**src/rtl/core/qsg_pkg.sv**
```systemverilog
// qsg_pkg: shared types, constants and arithmetic helpers of the state-vector gate engine
// no dependencies; imported by every module in rtl/core
package qsg_pkg;

    localparam int AMP_W     = 18;
    localparam int QIDX_W    = 4;
    localparam int MASK_W    = 10;
    localparam int ANGLE_W   = 18;
    localparam int EXP_W     = 32;
    localparam int CFG_IDX_W = 1;
    localparam int CFG_DAT_W = 10;
    localparam int ZW        = 28;
    localparam int PW        = 48;
    localparam int QDEPTH    = 2;
    localparam int CORDIC_STEPS = 24;

    localparam logic signed [AMP_W-1:0] AMP_MAX = 18'sd131071;
    localparam logic signed [AMP_W-1:0] AMP_MIN = -18'sd131072;
    localparam logic signed [ZW-1:0] HALF_SQRT   = 28'sd11863283;
    localparam logic signed [ZW-1:0] CORDIC_GAIN = 28'sd10188014;
    localparam logic signed [ZW-1:0] PI_Q24      = 28'sd52707179;
    localparam logic signed [ZW-1:0] HALF_PI_Q24 = 28'sd26353589;
    localparam logic signed [EXP_W-1:0] EXP_ONE  = 32'sd1073741824;

    localparam logic [CFG_IDX_W-1:0] CFG_QUBIT_COUNT = 1'd0;
    localparam logic [CFG_IDX_W-1:0] CFG_OBS_MASK    = 1'd1;

    typedef enum logic [2:0] {
        ACT_START = 3'd0,
        ACT_H     = 3'd1,
        ACT_RZ    = 3'd2,
        ACT_CX    = 3'd3,
        ACT_MEAS  = 3'd4
    } t_action;

    typedef struct packed {
        t_action                op;
        logic [QIDX_W-1:0]      q0;
        logic [QIDX_W-1:0]      q1;
        logic signed [ZW-1:0]   h;
        logic                   neg;
    } t_entry;

    typedef struct packed {
        logic   valid;
        t_entry entry;
    } t_push;

    function automatic logic signed [ZW-1:0] atan_step(input logic [4:0] i);
        logic signed [ZW-1:0] t;
        case (i)
            5'd0:    t = 28'sd13176795;
            5'd1:    t = 28'sd7778716;
            5'd2:    t = 28'sd4110060;
            5'd3:    t = 28'sd2086331;
            5'd4:    t = 28'sd1047214;
            5'd5:    t = 28'sd524117;
            5'd6:    t = 28'sd262123;
            5'd7:    t = 28'sd131069;
            5'd8:    t = 28'sd65536;
            default: t = ZW'(1) <<< (5'd24 - i);
        endcase
        return t;
    endfunction

    // round half up at 2^24, then saturate to the amplitude range
    function automatic logic signed [AMP_W-1:0] rnd_sat(input logic signed [PW-1:0] v);
        logic signed [PW-1:0] r;
        r = (v + $signed(PW'(24'h800000))) >>> 24;
        if (r > PW'(AMP_MAX))
            return AMP_MAX;
        else if (r < PW'(AMP_MIN))
            return AMP_MIN;
        return r[AMP_W-1:0];
    endfunction

endpackage

```
**src/rtl/core/qsg_front.sv**
```systemverilog
// qsg_front: accepts input beats, drops items that change nothing, folds the rz half angle
// depends on qsg_pkg (t_action, t_entry, t_push)
module qsg_front import qsg_pkg::*; #(
    parameter  int MAX_QUBITS = 10,
    localparam int NW = $clog2(MAX_QUBITS + 1)
) (
    input  logic                      i_clk,
    input  logic                      i_rst_n,
    input  logic                      i_valid,
    output logic                      o_ready,
    input  logic [2:0]                i_action,
    input  logic [QIDX_W-1:0]         i_first_qubit,
    input  logic [QIDX_W-1:0]         i_second_qubit,
    input  logic signed [ANGLE_W-1:0] i_angle,
    input  logic [NW-1:0]             i_n,
    output t_push                     o_push,
    input  logic                      i_push_ready
);

    logic                 r_v;
    t_entry               r_e;
    logic                 keep;
    logic                 q0_ok, q1_ok;
    logic signed [ZW-1:0] h_raw;
    t_entry               n_e;

    assign o_ready = !r_v || i_push_ready;
    assign o_push  = '{valid: r_v, entry: r_e};

    always_comb begin
        q0_ok = 32'(i_first_qubit) < 32'(i_n);
        q1_ok = 32'(i_second_qubit) < 32'(i_n);
        // theta/2 in q.24 is the q3.14 angle times 512
        h_raw = ZW'(i_angle) <<< 9;
        n_e.op  = t_action'(i_action);
        n_e.q0  = i_first_qubit;
        n_e.q1  = i_second_qubit;
        n_e.h   = h_raw;
        n_e.neg = 1'b0;
        if (h_raw > HALF_PI_Q24) begin
            n_e.h   = h_raw - PI_Q24;
            n_e.neg = 1'b1;
        end else if (h_raw < -HALF_PI_Q24) begin
            n_e.h   = h_raw + PI_Q24;
            n_e.neg = 1'b1;
        end
        case (i_action)
            ACT_START, ACT_MEAS: keep = 1'b1;
            ACT_H, ACT_RZ:       keep = q0_ok;
            ACT_CX:              keep = q0_ok && q1_ok && (i_first_qubit != i_second_qubit);
            default:             keep = 1'b0;
        endcase
    end

    always_ff @(posedge i_clk) begin
        if (i_valid && o_ready) begin
            r_e <= n_e;
        end
    end

    always_ff @(posedge i_clk) begin
        if (!i_rst_n) begin
            r_v <= 1'b0;
        end else if (i_valid && o_ready) begin
            r_v <= keep;
        end else if (i_push_ready) begin
            r_v <= 1'b0;
        end
    end

endmodule

```
**config.mk**
```make
export PLATFORM = sky130hd
export DESIGN_NAME = qsg_front
export DESIGN_NICKNAME = d
export VERILOG_FILES = /design/src/rtl/core/qsg_pkg.sv /design/src/rtl/core/qsg_front.sv
export SDC_FILE = /design/constraint.sdc
export NUM_CORES = 1
export LEC_CHECK = 0
export ABC_AREA = 1
export BUFFER_PORTS_ARGS = -buffer_cell sky130_fd_sc_hd__buf_2
export CORE_MARGIN = 10
export CORE_UTILIZATION = 50
export CTS_CLUSTER_DIAMETER = 40
export DETAILED_ROUTE_END_ITERATION = 8
export PLACE_DENSITY = 0.79
export SLEW_MARGIN = 30
export SYNTH_ARGS = -nofsm -noshare
export SYNTH_HDL_FRONTEND = slang
export SYNTH_SLANG_ARGS = --single-unit
```
**constraint.sdc**
```tcl
create_clock -name i_clk -period 3.22 [get_ports i_clk]
set_input_delay 0.322 -clock i_clk [delete_from_list [all_inputs] [get_ports i_clk]]
set_output_delay 0.322 -clock i_clk [all_outputs]
set_load 0.01 [all_outputs]
```
# Word level (Yosys, flattened, before mapping)
# Cells that the tools add are included.
dict set report totals {
  ff_bits 41
  latchBits 0
  mem_bits_rw 0
  rom_bits 0
  inputBits 37
  out_inout_bits 42
  word_cells 31
  memories 0
}
dict set report op_classes {
  add_sub_neg 2
  n_mul 0
  div_mod_pow 0
  magnitude_cmp 4
  n_eq_ne 5
  shifts 0
  muxes 5
  bitwise_logic 0
  reduce_logical 9
}
# operator count
set ops {}
lappend ops {{$mux W29} 2}
lappend ops {{$add A27 B27 Y28 const B} 1}
lappend ops {{$sub A27 B27 Y28 const B} 1}
lappend ops {{$gt A27 B26 Y1 const B} 1}
lappend ops {{$lt A27 B26 Y1 const B} 1}
lappend ops {{$lt A4 B4 Y1} 2}
lappend ops {{$eq A3 B2 Y1 const B} 2}
lappend ops {{$ne A4 B4 Y1} 1}
lappend ops {{$reduce_or A2 Y1} 2}
lappend ops {{$eq A3 B1 Y1 const B} 1}
lappend ops {{$eq A3 B3 Y1 const B} 1}
lappend ops {{$logic_and A1 B1 Y1} 3}
lappend ops {{$logic_not A3 Y1} 1}
lappend ops {{$pmux W1 S3} 1}
lappend ops {{$mux W1} 2}
lappend ops {{$reduce_bool A2 Y1} 1}
lappend ops {{$logic_not A1 Y1} 1}
lappend ops {{$logic_or A1 B1 Y1} 1}

# Logic depth before layout (Yosys ltp)
dict set report logic_depth {
  word_depth 5
  mapped_depth 13
  depth_no_buf 12
}

# Worst setup path after synthesis
# No wires, ideal clock.
dict set report synth_path {
  path_type {input -> register}
  start {input i_valid}
  end {register r_e, in the netlist o_push[10] (enable)}
  setup_time_ns 0.434
  arrival_time_ns 1.990
  required_ns 2.786
  setup_slack_ns 0.796
  cell_stages 2
  path_buffers 0
  cell_sequence {inv_1 -> a21oi_1}
}
dict set report synth_via {
  elab_chain_cells 1
}
# item line
set synth_lines {}
lappend synth_lines {{from (decl)} qsg_front.sv:9} ;# input logic i_valid,
lappend synth_lines {{$logic_and A1 B1 Y1} qsg_front.sv:56} ;# if (i_valid && o_ready) begin
lappend synth_lines {{to (signal assigned)} qsg_front.sv:57} ;# r_e <= n_e;
lappend synth_lines {{to (decl)} qsg_front.sv:21} ;# t_entry r_e;
# No other way between the ends.
# A chain may end at the register's enable or synchronous reset.

==> results.json <==
{
  "hp-start": "i_action[2]",
  "worst_pin_slew_ps": 520,
  "rr_worst_depth": 2,
  "cp_max_fo": 12,
  "ir_drop_mv": 0.157,
  "final-hold-violation-count": 0,
  "vias": 2348,
  "synthesis.area_um2": 2470,
  "finalWirelength_mm": 6.20,
  "relSlewSlack_pct": 65.3,
  "drtIter0Drc": 192,
  "io_pins": 79,
  "rsz0062_at_grt": "false",
  "ant_nets": 0,
  "power_uw": 1190,
  "synthMuxAreaShare_pct": 0,
  "grt_max_degree": 20,
  "final_cell_mix": "134 x nand2_1, 78 x buf_2, 45 x inv_1",
  "cts_root_buf": "clkbuf_8",
  "synth_xor_area_share_pct": 3.19,
  "utilization_pct": 61.9,
  "first_pass_iters": 4,
  "clockBufferDepth": 2,
  "insertion_delay_ps": 280,
  "fill_cells": 459,
  "end_kind": "flip-flop",
  "path_clk_slew_ps": 70,
  "cts_hold_buf": 0,
  "fin_tns_setup_ps": 0,
  "antenna_found_initial": 0,
  "area_growth_pct": 19.1,
  "antennaDiodeCount": 0,
  "synth_top_family_by_area": "simple AND/OR/NAND/NOR gates",
  "min_period_ps": 1760,
  "cts_tree": "yes",
  "crit_arrival_ps": 1810,
  "hpwl_mm": 4.98,
  "r2r_end": "o_push[22]$_DFFE_PP_",
  "drc_errors": 0,
  "numCtsBuffers": 5,
  "seq_area_frac_synth_pct": 40.9,
  "syn_nets": 385,
  "min_path_type": "in2reg",
  "fin_area_um2": 2940,
  "rr_startpoint": "r_v$_SDFFE_PN0P_",
  "yosys_warnings": 0,
  "htree_levels": 2,
  "grt_pass1_vias": 2335,
  "setup-violations-final": 0,
  "yosysUniqueCellTypes": 23,
  "fmax_ghz": 0.567,
  "final_cells": 477,
  "final_common_cell": "nand2_1",
  "gr-usage-all-layers_pct": 15.3,
  "design.die.area_um2": 8150,
  "wl_per_cell_um": 13.0,
  "synth-compound-area-share_pct": 3.85,
  "initial_core_util_pct": 52.0,
  "row_count": 25,
  "vias_per_cell": 4.92,
  "dieHeight_um": 90.3,
  "whs_path_depth": 1,
  "whs_endpoint": "o_push[39]$_DFFE_PP_",
  "worstPathRequired_ps": 3260,
  "cts_sinks": 34,
  "gp_congestion": 0.941,
  "reg2reg_slack_ps": 1840,
  "die_x_um": 90.3,
  "power.density_nw_per_um2": 403,
  "leakagePower_uw": 0.00157,
  "io_buffers": 78,
  "status": "complete, no violations",
  "dp_cells": 469,
  "avgSynthCellArea_um2": 7.31,
  "skew_ps": 3.08,
  "drv_slew": 0,
  "critPathLaunch": "i_angle[0]",
  "core_area_um2": 4750,
  "grt_overflow": 0,
  "cap_violations": 0,
  "grt_pass1_wl_mm": 10.7,
  "syn_inst": 338,
  "cts_resized": 0,
  "drive_above_1_share_pct": 22.7,
  "crit_type": "in2reg",
  "num-nets-final": 456,
  "post_cts_buffers": 0,
  "ys_ff_latch": 34,
  "post_dp_cell_area_um2": 2840,
  "startpoint_type": "input pin",
  "synthAdderAreaFrac_pct": 5.06,
  "yosys.area_share.simple_pct": 34.6,
  "post-route-period-util_pct": 54.8
}
[area by class of cell]
type / count / area (um^2) / area share, %
clock buffers: 7 / 76.3 / 2.59
clock inverters: 1 / 30.0 / 1.02
inverters: 46 / 173 / 5.86
multi-input cells: 243 / 1160 / 39.6
flip-flops and latches: 34 / 1010 / 34.3
well taps: 67 / 83.8 / 2.85
repair buffers: 79 / 405 / 13.8
[state kept, by name, indices dropped and copies added (netlist names)]
name    count
o_push     33
r_v         1
[cells by family after synthesis]
kind of cell,after synthesis
and+or+nand+nor,205
adders and majority gates,10
AOI/OAI and AO/OA,19
DFF,34
xor gates and xnor gates,9
buffers and inverters,61
[worst max-delay path by stage]
stage | endpoint | slack, ps | depth (start not counted)
2_1_floorplan | o_push[10]$_DFFE_PP_ | 800 | 2
3_3_place_gp | o_push[12]$_DFFE_PP_ | 1230 | 11
3_5_place_dp | o_push[12]$_DFFE_PP_ | 1160 | 11
4_1_cts | o_push[12]$_DFFE_PP_ | 1470 | 11
5_1_grt | o_push[21]$_DFFE_PP_ | 1210 | 12
6_report | o_push[23]$_DFFE_PP_ | 1460 | 12
[Yosys cell counts]
cell type	n	share of area, %
nor2_2	2	0.51
buf_6	4	1.8
nor2_1	22	3.3
or2_0	1	0.25
o21ai_0	8	1.6
xor2_1	8	2.8
a21oi_1	11	2.2
xnor2_1	1	0.35
buf_4	10	3.0
nand2_2	2	0.51
ha_1	10	5.1
nand2_1	134	20
nand2_4	1	0.46
dfxtp_1	1	0.81
nor3_1	4	0.81
edfxtp_1	33	40
nand3_1	32	6.5
nand4_1	4	1.0
clkbuf_8	1	0.56
or2_2	1	0.25
inv_2	1	0.15
inv_1	45	6.8
nand3b_1	2	0.61
[critical path, cell delays in order]
cell	delay (ps)
buf_2	100
inv_1	110
ha_1	210
nand2_1	80
nand2_1	70
nand2_1	60
nand2_1	90
nand2_1	60
nor2_2	410
nand2_1	140
nand3_1	100
nand2_1	50
[metrics by stage]
step | hold slack (ps) | worst slack [ps]
after floorplan | 421 | 796
after global placement | 518 | 1230
after detailed placement | 518 | 1160
after CTS | 227 | 1470
after global routing | 229 | 1210
final | 231 | 1460
[power by group]
part / switching, uW / total [uW] / leakage, uW / internal, uW
Sequential: 9.12 / 538 / 0.000332 / 529
Combinational: 168 / 265 / 0.00119 / 96.1
Clock: 151 / 383 / 0.0000524 / 232
Total: 329 / 1190 / 0.00157 / 856
[per-layer routing]
metal	vias up	global-route usage, %	share of wire, %	wire length (um)
met5	-	0	0	0
met4	0	7.56	2.2	137
met3	14	2.83	6.2	386
met2	90	26.2	49	3020
met1	1038	17.8	43	2650
li1	1206	-	-	-
No activity file was read; power rests on OpenSTA's default activity.
