## src/rtl/core/qsg_pkg.sv

```systemverilog
// qsg_pkg: shared types, constants and arithmetic helpers of the state-vector gate engine
// no dependencies; imported by every module in rtl/core
package qsg_pkg;

    localparam int AMP_W     = 18;
    localparam int QIDX_W    = 4;
    localparam int MASK_W    = 10;
    localparam int ANGLE_W   = 18;
    localparam int EXP_W     = 32;
    localparam int CFG_IDX_W = 1;
    localparam int CFG_DAT_W = 10;
    localparam int ZW        = 28;
    localparam int PW        = 48;
    localparam int QDEPTH    = 2;
    localparam int CORDIC_STEPS = 24;

    localparam logic signed [AMP_W-1:0] AMP_MAX = 18'sd131071;
    localparam logic signed [AMP_W-1:0] AMP_MIN = -18'sd131072;
    localparam logic signed [ZW-1:0] HALF_SQRT   = 28'sd11863283;
    localparam logic signed [ZW-1:0] CORDIC_GAIN = 28'sd10188014;
    localparam logic signed [ZW-1:0] PI_Q24      = 28'sd52707179;
    localparam logic signed [ZW-1:0] HALF_PI_Q24 = 28'sd26353589;
    localparam logic signed [EXP_W-1:0] EXP_ONE  = 32'sd1073741824;

    localparam logic [CFG_IDX_W-1:0] CFG_QUBIT_COUNT = 1'd0;
    localparam logic [CFG_IDX_W-1:0] CFG_OBS_MASK    = 1'd1;

    typedef enum logic [2:0] {
        ACT_START = 3'd0,
        ACT_H     = 3'd1,
        ACT_RZ    = 3'd2,
        ACT_CX    = 3'd3,
        ACT_MEAS  = 3'd4
    } t_action;

    typedef struct packed {
        t_action                op;
        logic [QIDX_W-1:0]      q0;
        logic [QIDX_W-1:0]      q1;
        logic signed [ZW-1:0]   h;
        logic                   neg;
    } t_entry;

    typedef struct packed {
        logic   valid;
        t_entry entry;
    } t_push;

    function automatic logic signed [ZW-1:0] atan_step(input logic [4:0] i);
        logic signed [ZW-1:0] t;
        case (i)
            5'd0:    t = 28'sd13176795;
            5'd1:    t = 28'sd7778716;
            5'd2:    t = 28'sd4110060;
            5'd3:    t = 28'sd2086331;
            5'd4:    t = 28'sd1047214;
            5'd5:    t = 28'sd524117;
            5'd6:    t = 28'sd262123;
            5'd7:    t = 28'sd131069;
            5'd8:    t = 28'sd65536;
            default: t = ZW'(1) <<< (5'd24 - i);
        endcase
        return t;
    endfunction

    // round half up at 2^24, then saturate to the amplitude range
    function automatic logic signed [AMP_W-1:0] rnd_sat(input logic signed [PW-1:0] v);
        logic signed [PW-1:0] r;
        r = (v + $signed(PW'(24'h800000))) >>> 24;
        if (r > PW'(AMP_MAX))
            return AMP_MAX;
        else if (r < PW'(AMP_MIN))
            return AMP_MIN;
        return r[AMP_W-1:0];
    endfunction

endpackage

```

## src/rtl/core/qsg_queue.sv

```systemverilog
// qsg_queue: short fifo of classified items between front and back
// depends on qsg_pkg (t_entry, QDEPTH)
module qsg_queue import qsg_pkg::*; (
    input  logic   i_clk,
    input  logic   i_rst_n,
    input  t_push  i_push,
    output logic   o_push_ready,
    output logic   o_pop_valid,
    output t_entry o_pop_entry,
    input  logic   i_pop_ready
);

    localparam int IW = $clog2(QDEPTH);

    t_entry          r_mem [QDEPTH];
    logic [IW-1:0]   r_wp, r_rp;
    logic [IW:0]     r_cnt;
    logic            push, pop;

    assign o_push_ready = (r_cnt != (IW+1)'(QDEPTH));
    assign o_pop_valid  = (r_cnt != '0);
    assign o_pop_entry  = r_mem[r_rp];
    assign push = i_push.valid && o_push_ready;
    assign pop  = o_pop_valid && i_pop_ready;

    always_ff @(posedge i_clk) begin
        if (push) begin
            r_mem[r_wp] <= i_push.entry;
        end
    end

    always_ff @(posedge i_clk) begin
        if (!i_rst_n) begin
            r_wp  <= '0;
            r_rp  <= '0;
            r_cnt <= '0;
        end else begin
            if (push) begin
                r_wp <= (32'(r_wp) == QDEPTH-1) ? '0 : r_wp + 1'b1;
            end
            if (pop) begin
                r_rp <= (32'(r_rp) == QDEPTH-1) ? '0 : r_rp + 1'b1;
            end
            case ({push, pop})
                2'b10:   r_cnt <= r_cnt + 1'b1;
                2'b01:   r_cnt <= r_cnt - 1'b1;
                default: r_cnt <= r_cnt;
            endcase
        end
    end

endmodule

```

## config.mk

```make
export PLATFORM = sky130hd
export DESIGN_NAME = qsg_queue
export DESIGN_NICKNAME = d
export VERILOG_FILES = /design/src/rtl/core/qsg_pkg.sv /design/src/rtl/core/qsg_queue.sv
export SDC_FILE = /design/constraint.sdc
export NUM_CORES = 1
export LEC_CHECK = 0
export ABC_CLOCK_PERIOD_IN_PS = 1800
export BUFFER_PORTS_ARGS = -buffer_cell sky130_fd_sc_hd__buf_4
export CORE_ASPECT_RATIO = 1.1
export CORE_UTILIZATION = 30
export CTS_CLUSTER_DIAMETER = 30
export DETAILED_ROUTE_END_ITERATION = 7
export PLACE_DENSITY = 0.61
export SLEW_MARGIN = 10
export SYNTH_ARGS = -nofsm -noshare
export SYNTH_HDL_FRONTEND = slang
export SYNTH_SLANG_ARGS = --single-unit
```

## constraint.sdc

```tcl
create_clock -name i_clk -period 1.8 [get_ports i_clk]
set_input_delay 0.18 -clock i_clk [delete_from_list [all_inputs] [get_ports i_clk]]
set_output_delay 0.18 -clock i_clk [all_outputs]
set_load 0.05 [all_outputs]
```

[Yosys cells after proc, flatten, opt, wreduce, memory -nomap -nowiden]
Memory sizes are Yosys's and may differ from the RTL's. A register that Yosys moved wholly into a read port is not among the register bits.
Cells that the tools add are included.
Storage, ports and cells
  bits in registers: 4
  RAM bits: 80
  bits of input ports: 44
  output and inout port bits: 42
  logic and storage cells: 22
  memories kept: 1
Cells by class
  $add $sub $neg: 4
  equal/unequal tests: 3
  mux-type cells: 7
  reductions and logical operators: 4
Memories
  r_mem: words 2, bits a word 40, rd ports 1, clocked after Yosys merged registers in 1, write ports 1, line qsg_queue.sv:15  | t_entry r_mem [QDEPTH];
Operator list (count)
  2-to-1 mux 1 bit: 6
  one-hot mux 2 bit (2 select lines): 1
  nonzero test 2 bit: 2
  adder 1 bit (second input constant): 2
  adder 2 x 1 -> 2 bit (second input constant): 1
  equality test 2 x 1 -> 1 bit (second input constant): 1
  equality test 2 bit (second input constant): 1
  logical AND 1 bit: 2
  inequality test 2 bit (second input constant): 1
  subtractor 2 x 1 -> 2 bit (second input constant): 1

[Longest topological paths before layout]
Gate-level depths: netlist of run 1.
  depth in word-level cells: 4
  depth in mapped cells: 6
  mapped depth without buffers: 6

[Worst setup path after synthesis of run 1]
OpenSTA, ideal clock, no wires.
  path type: flip-flop to flip-flop
  start: register r_cnt[0]
  end: memory r_mem[1][0] (netlist bit), enable pin
  library setup time: 0.401 ns
  arrival time: 2.009 ns
  path slack: -0.611 ns
  stages on the path, launching flop included: 3
  cells stage by stage: dfxtp_1 -> nand2b_1 -> and3_1
Between the ends
  longest elaborated chain between the ends: 4
RTL lines
  start: declaration: line qsg_queue.sv:17  | logic [IW:0] r_cnt;
  start signal: assignment: line qsg_queue.sv:45  | 2'b10: r_cnt <= r_cnt + 1'b1;
  start signal: assignment: line qsg_queue.sv:46  | 2'b01: r_cnt <= r_cnt - 1'b1;
  start signal: assignment: line qsg_queue.sv:47  | default: r_cnt <= r_cnt;
  inequality test 2 bit: line qsg_queue.sv:20  | assign o_push_ready = (r_cnt != (IW+1)'(QDEPTH));
  net o_push_ready: line qsg_queue.sv:7  | output logic o_push_ready,
  logical AND 1 bit: line qsg_queue.sv:23  | assign push = i_push.valid && o_push_ready;
  2-to-1 mux 1 bit: line qsg_queue.sv:27  | if (push) begin
  2-to-1 mux 1 bit (implied by the code): line qsg_queue.sv:28  | r_mem[r_wp] <= i_push.entry;
  end: declaration: line qsg_queue.sv:15
The timed path passes the listed nets, and every way through them passes these cells.

==> qor.yml, run 1 <==
rows: 38
worst_ep_arrival_time_ns: 1.48
maxSlewHeadroom: 0.862
hold_viol: 0
grt_pass1_vias: 1780
multi_input_area_um2: 591
critical-path-max-stage-delay_ns: 0.37
vias_per_cell: 4.34
netlist.area_leader.share: 0.773
grt_overflow_total: 0
synthToLayoutAreaGrowth_pct: 44.6
fill_cells: 888
path_buf_inv: 2
ant_nets: 0
die_width_um: 99.0
power_density_mw_per_mm2: 1500
crit_chain: "buf_4 -> mux2_2 -> buf_4"
clk_pin_slew_worst_paths_ns: 0.08
postCtsSetupBuffers: 0
grt_max_degree: 32
firstDrtPassIters: 4
htreeDepth: 3
seq_area_frac_synth: 0.805
coreArea_mm2: 0.00998
critical_path.endpoint_type: "output pin"
syn_area_per_cell_um2: 21.0
num_io_pins: 86
start_util: 0.311
n_antenna_cell: 0
antenna_found_initial: 0
route.detailed.drc: 0
tns_ns: 0
synth_cells: 148
vdd_drop_max_mv: 0.783
finalSetupViolations: 0
status: "complete, no violations"
ctsHoldBuffers: 26
cts.repair.resized: 0
report.final.slew_viol_count: 0
synth_seq_cells: 85
cts-root-buf: "clkbuf_8"
maxCapViolCount: 0
netlist_area_mm2: 0.00311
clock_path_buffers: 2
critPathKind: "flop to output pin"
start_kind: "flop"
fp.dieArea_mm2: 0.0108
routedWlPerCell_um: 14.1
yosysWarnings: 0
power.internal_mw: 4.18
synth_cell_type_count: 20
seqPwrFrac: 0.384
clk_latency_ns: 0.34
hold_class: "input pin to flop"
pwr-share-clk: 0.188
fmax_ghz: 0.603
totalWireLength_um: 5720
cts_tree: "done"
port_buffers: 85
nets: 325
regToRegStartpoint: "r_cnt[0]"
dr.first_iter.drc_count: 31
cp_top_family: "buffers and inverters"
rr_endpoint: "r_cnt[1]"
layout-drive-gt1-share: 0.523
num_vias: 1756
clock_sinks: 85
synthTopCellsByArea: "edfxtp_1 77%, mux2_2 14%, dfxtp_1 3.2%"
regArea_mm2: 0.00250
swShare: 0.378
min_from: "i_push[12]"
whs_path_depth: 1
netSwitchingPower_mw: 2.54
hpwl_um: 3450
yosysTopAreaCell: "edfxtp_1"
ff2ff_setup_slack_ns: 0.24
grt_usage: 0.110
path_common_cell: "buf_4"
crit_required_ns: 1.62
slowest_stage: "mux2_2"
synthesis.nets: 193
holdPathEnd: "r_mem[0][12]"
finalPower_mw: 6.73
finalCriticalPeriod_ns: 1.66
p_leak_nw: 1.67
pwr-share-comb: 0.428
grt_pass1_wl_um: 8630
worst_slew_pin_slew_ns: 0.208
rsz0062_at_grt: "false"
die_h_um: 109
worst-path-max-fanout: 13
numCtsBuffers: 9
reg2reg_depth: 5
gp_congestion: 0.655
fin_crit_sh: 0.921
fin_worst_skew_ns: 0.00688
layout by cell type, fill, tap and decap left out, types with 2 or more instances in the layout:
master | netlist | routed
buf_4 | 0 | 88
edfxtp_1 | 80 | 80
mux2_2 | 40 | 40
dlygate4sd3_1 | 0 | 34
clkbuf_8 | 0 | 9
dfxtp_1 | 5 | 4
xnor2_1 | 3 | 3
buf_12 | 0 | 3
nor2b_1 | 2 | 2
clkbuf_1 | 0 | 2
clkinv_1 | 0 | 2
how the worst max path moves through the flow:
| stage | start | endpoint | slack [ns] | cells after the start |
|---|---|---|---|---|
| 6_report | flop | o_pop_entry[1] | 0.14 | 3 |
| 3_3_place_gp | r_cnt[0] | r_cnt[1] | 0.33 | 5 |
| 5_1_grt | flop | o_pop_entry[0] | 0.06 | 3 |
| 3_5_place_dp | r_cnt[0] | r_cnt[1] | 0.25 | 5 |
| 4_1_cts | flop | o_pop_entry[1] | 0.09 | 3 |
| 2_1_floorplan | r_cnt[0] | r_mem[0][0] | 0.09 | 3 |
state kept, by name, summed over array words and instances (netlist names), named ones only:
name	count
r_mem	80
r_wp	1
r_cnt	2
r_rp	1
cell usage after synthesis (all sizes together):
cell and count:
nand2 1, buf 4, or2 1, mux2 40, nand3b 1, or3 1
o21a 1, ha 1, o21ai 1, dfxtp 5, edfxtp 80, and3 1
xnor2 3, inv 1, nor2b 2, a21boi 2, a21bo 1, nand2b 1
and2 1
routing by layer:
metal  global-route usage  vias to the layer above  routed length (um)
li1                     -                      843                   -
met1                0.119                      856                2370
met2                0.192                       52                3010
met3               0.0429                        5                 278
met4               0.0448                        0                  62
met5                    0                        -                   0
final cells by class:
type | instances | area share
inverter | 1 | 0.00167
tap | 120 | 0.0334
sequential | 85 | 0.557
multi-input combinational | 58 | 0.131
clock buffer | 11 | 0.0292
timing repair buffer | 125 | 0.236
clock inverter | 5 | 0.0114
logic make-up after synthesis:
group                    after synthesis  synth area share
adder cells (fa/ha/maj)                1           0.00403
AND/OR/NAND/NOR                        9            0.0177
XOR/XNOR                               3           0.00846
buffers and inverters                  5           0.00765
AO/OA/AOI/OAI                          5            0.0121
multiplexers                          40             0.145
flip-flops                            85             0.805
through the flow:
stage / cell area [um^2] / std cells / worst slack (ns) / hold WS, ns / utilization
6_report: 4500 / 405 / 0.143 / 0.0258 / 0.450
5_1_grt: 4500 / 405 / 0.0642 / 0.00112 / 0.450
4_1_cts: 4420 / 397 / 0.0923 / 0.0000335 / 0.442
3_5_place_dp: 3970 / 355 / 0.246 / 0.367 / 0.398
3_3_place_gp: 3970 / 355 / 0.328 / 0.366 / 0.398
2_1_floorplan: 3120 / 148 / 0.0897 / 0.279 / -
power by group through the flow:
stage               Clock [mW]  Combinational (mW)  Sequential, mW
finish                    1.26                2.88            2.59
detailed placement           0                2.85            2.63
CTS                       1.33                2.90            2.59
global placement             0                2.84            2.62
floorplan                    0                2.01            2.61
global route              1.40                3.01            2.61
No activity file was read; power rests on OpenSTA's default activity.
==> run 2, diff against run 1 <==
--- a/config.mk
+++ b/config.mk
@@ -11,7 +11,7 @@
 export CORE_UTILIZATION = 30
 export CTS_CLUSTER_DIAMETER = 30
 export DETAILED_ROUTE_END_ITERATION = 7
-export PLACE_DENSITY = 0.61
+export PLACE_DENSITY = 0.54
 export SLEW_MARGIN = 10
 export SYNTH_ARGS = -nofsm -noshare
 export SYNTH_HDL_FRONTEND = slang
==> run 2 against run 1 <==
Core utilization about the same. Wire length about the same. Hold slack lost 0.0029 ns. Cell count decreased by 1.2%. Critical path type unchanged.
==> qor.yml, run 2 (synthesized netlist as in run 1, its figures left out) <==
maxSlewHeadroom: 0.790  # was 0.862
synthToLayoutAreaGrowth_pct: 44.8  # was 44.6%
grt_overflow_total: 0  # unchanged
cts_tree: "done"  # unchanged
fill_cells: 912  # was 888
finalPower_mw: 6.89  # was 6.73 mW
stdcell_count: 400  # was 405
setup_slack_ns: 0.117  # was 0.143 ns
grt-busiest-layer: "met2"  # unchanged
hold_viol: 0  # unchanged
fmax_ghz: 0.594  # was 0.603 GHz
gp_congestion: 0.667  # was 0.655
tns_ns: 0  # unchanged
coreArea_mm2: 0.00998  # unchanged
report.final.slew_viol_count: 0  # unchanged
dr.first_iter.drc_count: 43  # was 31
most-common-layout-cells: "86 x buf_4, 80 x edfxtp_1, 40 x mux2_2"  # was 88 x buf_4, 80 x edfxtp_1, 40 x mux2_2
clock_path_buffers: 2  # unchanged
fin_worst_skew_ns: 0.00617  # was 0.00688 ns
maxCapViolCount: 0  # unchanged
clk_pin_slew_worst_paths_ns: 0.08  # about the same
n_antenna_cell: 0  # unchanged
worst_slew_pin_slew_ns: 0.314  # was 0.208 ns
finalCriticalPeriod_ns: 1.68  # was 1.66 ns
crit_required_ns: 1.62  # about the same
worst_ep_arrival_time_ns: 1.50  # was 1.48 ns
cts-root-buf: "clkbuf_8"  # unchanged
rsz0062_at_grt: "false"  # unchanged
rows: 38  # unchanged
use_met3: 0.0391  # was 0.0429
num_vias: 1734  # was 1756
use_met2: 0.200  # was 0.192
start_kind: "flop"  # unchanged
firstDrtPassIters: 3  # was 4
finalSetupViolations: 0  # unchanged
numCtsBuffers: 9  # unchanged
fp.dieArea_mm2: 0.0108  # unchanged
critical_path.endpoint_type: "output pin"  # unchanged
worst-path-max-fanout: 40  # was 13
status: "complete, no violations"  # unchanged
htreeDepth: 3  # unchanged
fin_crit_sh: 0.935  # was 0.921
num_io_pins: 86  # unchanged
layout-drive-gt1-share: 0.536  # was 0.523
die_h_um: 109  # unchanged
clock_sinks: 85  # unchanged
antenna_found_initial: 0  # unchanged
totalWireLength_um: 5730  # was 5720 um
nets: 321  # was 325
whs_path_depth: 1  # unchanged
critPathKind: "flop to output pin"  # unchanged
whs_ns: 0.0230  # was 0.0258 ns
routedWlPerCell_um: 14.3  # was 14.1 um
route.detailed.drc: 0  # unchanged
p_leak_nw: 1.67  # about the same
start_util: 0.311  # unchanged
hpwl_um: 3730  # was 3450 um
grt_max_degree: 41  # was 32
fin_area_mm2: 0.00450  # about the same
grt_usage: 0.112  # was 0.110
grt_pass1_vias: 1790  # was 1780
reg_top3: "r_mem: 80 flops, r_cnt: 2 flops"  # unchanged
dp_cells: 354  # was 355
vdd_drop_max_mv: 0.860  # was 0.783 mV
power_density_mw_per_mm2: 1530  # was 1500 mW/mm^2
place_area_mm2: 0.00398  # was 0.00397 mm^2
largest_reg_flops: 80  # unchanged
vias_per_cell: 4.34  # about the same
die_width_um: 99.0  # unchanged
max_flop_register: "r_mem"  # unchanged
port_buffers: 85  # unchanged
clk_latency_ns: 0.34  # about the same
grt_pass1_wl_um: 8760  # was 8630 um
layout_commonest_cell: "buf_4"  # unchanged
utilization: 0.451  # was 0.450
hold_class: "input pin to flop"  # unchanged
place_ws_ns: 0.276  # was 0.246 ns
postCtsSetupBuffers: 0  # unchanged
ant_nets: 0  # unchanged
met1_usage: 0.121  # was 0.119
reg2reg_depth: 5  # unchanged
-- run 2: cell types whose count changed in the layout (fill, tap and decap cells not counted) --
| cell | delta |
|---|---|
| clkinv_4 | -1 |
| inv_6 | +1 |
| buf_4 | -2 |
| bufinv_16 | +1 |
| dlygate4sd3_1 | -3 |
| clkinv_1 | -1 |
| clkinv_2 | -1 |
| buf_12 | +1 |
| clkbuf_1 | -2 |
| clkinvlp_4 | +2 |
-- run 2: area by class of cell --
type | count | area [um^2] | area share
Inverter | 1 | 7.51 | 0.00167
Timing Repair Buffer | 121 | 1040 | 0.230
Multi-Input combinational cell | 58 | 591 | 0.131
Clock inverter | 6 | 87.6 | 0.0195
Sequential cell | 85 | 2500 | 0.556
Tap cell | 120 | 150 | 0.0334
Clock buffer | 9 | 124 | 0.0275
-- run 2: timing repair --
item	in CTS	in global routing
hold buffers	18	13
hold endpoints to repair	33	23
gates resized for setup	0	0
-- run 2: critical path: stages (launching register included) --
cell and delay [ns]:
dfxtp_2 0.34, buf_12 0.24, mux2_2 0.39, buf_4 0.19
-- run 2: path summary, 6_finish.rpt --
check / end / slack, ns / start
worst max-delay path: o_pop_entry[5] / 0.12 / flop
worst min-delay path: r_mem[1][4] / 0.02 / i_push[4]
worst max register to register: r_cnt[1] / 0.26 / r_cnt[0]
worst min register to register: r_rp / 0.55 / r_rp
-- run 2: metal layers --
metal	vias to the layer above	routed length [um]	part of all wire
li1	833	-	-
met1	850	2390	0.42
met2	45	3060	0.53
met3	6	242	0.042
met4	0	40	0.0070
met5	-	0	0
-- run 2: report_power, final --
| group | internal [mW] | total [mW] | switching (mW) |
|---|---|---|---|
| logic | 1.05 | 2.88 | 1.83 |
| clock network | 0.774 | 1.42 | 0.649 |
| registers | 2.50 | 2.58 | 0.0878 |
| total | 4.32 | 6.89 | 2.57 |
==> run 3, diff against run 2 <==
--- a/config.mk
+++ b/config.mk
@@ -11,7 +11,7 @@
 export CORE_UTILIZATION = 30
 export CTS_CLUSTER_DIAMETER = 30
 export DETAILED_ROUTE_END_ITERATION = 7
-export PLACE_DENSITY = 0.54
+export PLACE_DENSITY = 0.51
 export SLEW_MARGIN = 10
 export SYNTH_ARGS = -nofsm -noshare
 export SYNTH_HDL_FRONTEND = slang
==> run 3 against run 2 <==
Core utilization shrank 0.78 points. Cell count shrank 0.50%. Clock power shrank 14%. Register-to-register slack is essentially flat. Sequential share of layout area grew 0.98 points. Via count grew 2.0%. Setup slack gained 0.0036 ns. Global-route usage shrank 0.40 points. Wire length shrank 0.61%. Clock skew shrank 0.0038 ns. First-iteration DRC count grew 93%.
==> qor.yml, run 3 (synthesized netlist as in run 1, its figures left out) <==
totalWireLength_um: 5690  # was 5730 um
fin_crit_sh: 0.933  # was 0.935
utilization: 0.443  # was 0.451
pwr-share-clk: 0.184  # was 0.206
clk_pin_slew_worst_paths_ns: 0.07  # was 0.08 ns
layout-drive-gt1-share: 0.522  # was 0.536
grt_pass1_wl_um: 8310  # was 8760 um
routedWlPerCell_um: 14.3  # about the same
swShare: 0.377  # was 0.373
worst-path-max-fanout: 24  # was 40
path_buf_inv: 2  # unchanged
critical_path.endpoint_type: "output pin"  # unchanged
crit_chain: "buf_6 -> mux2_2 -> buf_4"  # was buf_12 -> mux2_2 -> buf_4
fin_worst_skew_ns: 0.00240  # was 0.00617 ns
critPathKind: "flop to output pin"  # unchanged
clock_path_buffers: 2  # unchanged
hold_viol: 0  # unchanged
hpwl_um: 3500  # was 3730 um
dr.first_iter.drc_count: 83  # was 43
clk_latency_ns: 0.34  # about the same
die_width_um: 99.0  # unchanged
cp_top_family: "buffers and inverters"  # unchanged
antenna_found_initial: 0  # unchanged
numCtsBuffers: 9  # unchanged
coreArea_mm2: 0.00998  # unchanged
num_io_pins: 86  # unchanged
firstDrtPassIters: 4  # was 3
power_density_mw_per_mm2: 1500  # was 1530 mW/mm^2
seqPwrFrac: 0.388  # was 0.375
ant_nets: 0  # unchanged
slowest_stage: "mux2_2"  # unchanged
worst_ep_arrival_time_ns: 1.50  # about the same
cts-root-buf: "clkbuf_8"  # unchanged
cts_tree: "done"  # unchanged
nets: 319  # was 321
p_leak_nw: 1.64  # was 1.67 nW
reg_top3: "r_mem: 80 flops, r_cnt: 2 flops"  # unchanged
finalSetupViolations: 0  # unchanged
status: "complete, no violations"  # unchanged
stdcell_count: 398  # was 400
grt_pass1_vias: 1772  # was 1790
vdd_drop_max_mv: 0.812  # was 0.860 mV
whs_path_depth: 1  # unchanged
vias_per_cell: 4.44  # was 4.34
crit_required_ns: 1.62  # about the same
grt_usage: 0.108  # was 0.112
route.detailed.drc: 0  # unchanged
num_vias: 1769  # was 1734
fill_cells: 904  # was 912
n_antenna_cell: 0  # unchanged
power.internal_mw: 4.14  # was 4.32 mW
grt_max_degree: 41  # unchanged
critical-path-max-stage-delay_ns: 0.38  # was 0.39 ns
gp_congestion: 0.626  # was 0.667
netSwitchingPower_mw: 2.51  # was 2.57 mW
layout_commonest_cell: "buf_4"  # unchanged
maxCapViolCount: 0  # unchanged
maxSlewHeadroom: 0.834  # was 0.790
ff2ff_setup_slack_ns: 0.27  # was 0.26 ns
largest_reg_flops: 80  # unchanged
finalPower_mw: 6.65  # was 6.89 mW
htreeDepth: 3  # unchanged
regToRegStartpoint: "r_cnt[0]"  # unchanged
most-common-layout-cells: "86 x buf_4, 80 x edfxtp_1, 40 x mux2_2"  # unchanged
fp.dieArea_mm2: 0.0108  # unchanged
holdPathEnd: "r_mem[1][8]"  # was r_mem[1][4]
worst_slew_pin_slew_ns: 0.249  # was 0.314 ns
regArea_mm2: 0.00250  # unchanged
rows: 38  # unchanged
postCtsSetupBuffers: 0  # unchanged
reg2reg_depth: 5  # unchanged
hold_class: "input pin to flop"  # unchanged
start_kind: "flop"  # unchanged
port_buffers: 85  # unchanged
whs_ns: 0.0229  # was 0.0230 ns
tns_ns: 0  # unchanged
max_flop_register: "r_mem"  # unchanged
min_from: "i_push[8]"  # was i_push[4]
fmax_ghz: 0.595  # was 0.594 GHz
synthToLayoutAreaGrowth_pct: 42.3  # was 44.8%
grt_overflow_total: 0  # unchanged
clock_sinks: 85  # unchanged
dp_cells: 353  # was 354
start_util: 0.311  # unchanged
rr_endpoint: "r_cnt[1]"  # unchanged
report.final.slew_viol_count: 0  # unchanged
rsz0062_at_grt: "false"  # unchanged
multi_input_area_um2: 591  # unchanged
finalCriticalPeriod_ns: 1.68  # about the same
pwr-share-comb: 0.428  # was 0.418
die_h_um: 109  # unchanged
==> run 3: cell types whose count changed in the layout (fill, tap and decap cells not counted), sizes merged <==
cell	previous run	this run
buf	90	89
bufinv	2	1
clkbuf	9	12
clkinv	1	2
clkinvlp	3	1
dlygate4sd3	31	30
inv	1	0
==> run 3: final cells by class <==
| class | instances | share of cell area |
|---|---|---|
| clock buffers | 12 | 0.0306 |
| clock inverters | 3 | 0.00849 |
| inverters | 1 | 0.00170 |
| multi-input cells | 58 | 0.134 |
| flip-flops and latches | 85 | 0.566 |
| well taps | 120 | 0.0340 |
| repair buffers | 119 | 0.226 |
==> run 3: repair_timing <==
item,CTS,global route
setup endpoints to repair,1,0
resized for setup,1,0
hold buffers,29,1
endpoints found under the hold margin,58,1
==> run 3: power groups by stage <==
stage | combinational, mW | clock, mW | sequential [mW]
after floorplan | 2.01 | 0 | 2.61
after global placement | 2.83 | 0 | 2.61
after detailed placement | 2.83 | 0 | 2.63
after CTS | 2.90 | 1.27 | 2.59
after global routing | 2.98 | 1.35 | 2.61
final | 2.85 | 1.22 | 2.58
==> run 3: worst max path at each step <==
stage | start | end | slack [ns] | cells after the start
2_1_floorplan | r_cnt[0] | r_mem[0][0] | 0.09 | 3
3_3_place_gp | r_cnt[0] | r_cnt[1] | 0.32 | 5
3_5_place_dp | r_cnt[0] | r_cnt[1] | 0.28 | 5
4_1_cts | flop | o_pop_entry[31] | 0.07 | 3
5_1_grt | flop | o_pop_entry[2] | 0.05 | 3
6_report | flop | o_pop_entry[2] | 0.12 | 3
==> run 3: per-layer routing <==
| metal | vias up | GRT usage | routed length (um) |
|---|---|---|---|
| met5 | - | 0 | 0 |
| met4 | 0 | 0.0800 | 148 |
| met3 | 11 | 0.0218 | 226 |
| met2 | 48 | 0.190 | 3030 |
| met1 | 886 | 0.115 | 2290 |
| li1 | 824 | - | - |
==> run 3: per-stage QoR <==
stage          cell area, um^2  worst slack (ns)
6_report                  4420             0.121
5_1_grt                   4420            0.0460
4_1_cts                   4410            0.0724
3_5_place_dp              3950             0.278
3_3_place_gp              3950             0.323
2_1_floorplan             3120            0.0897
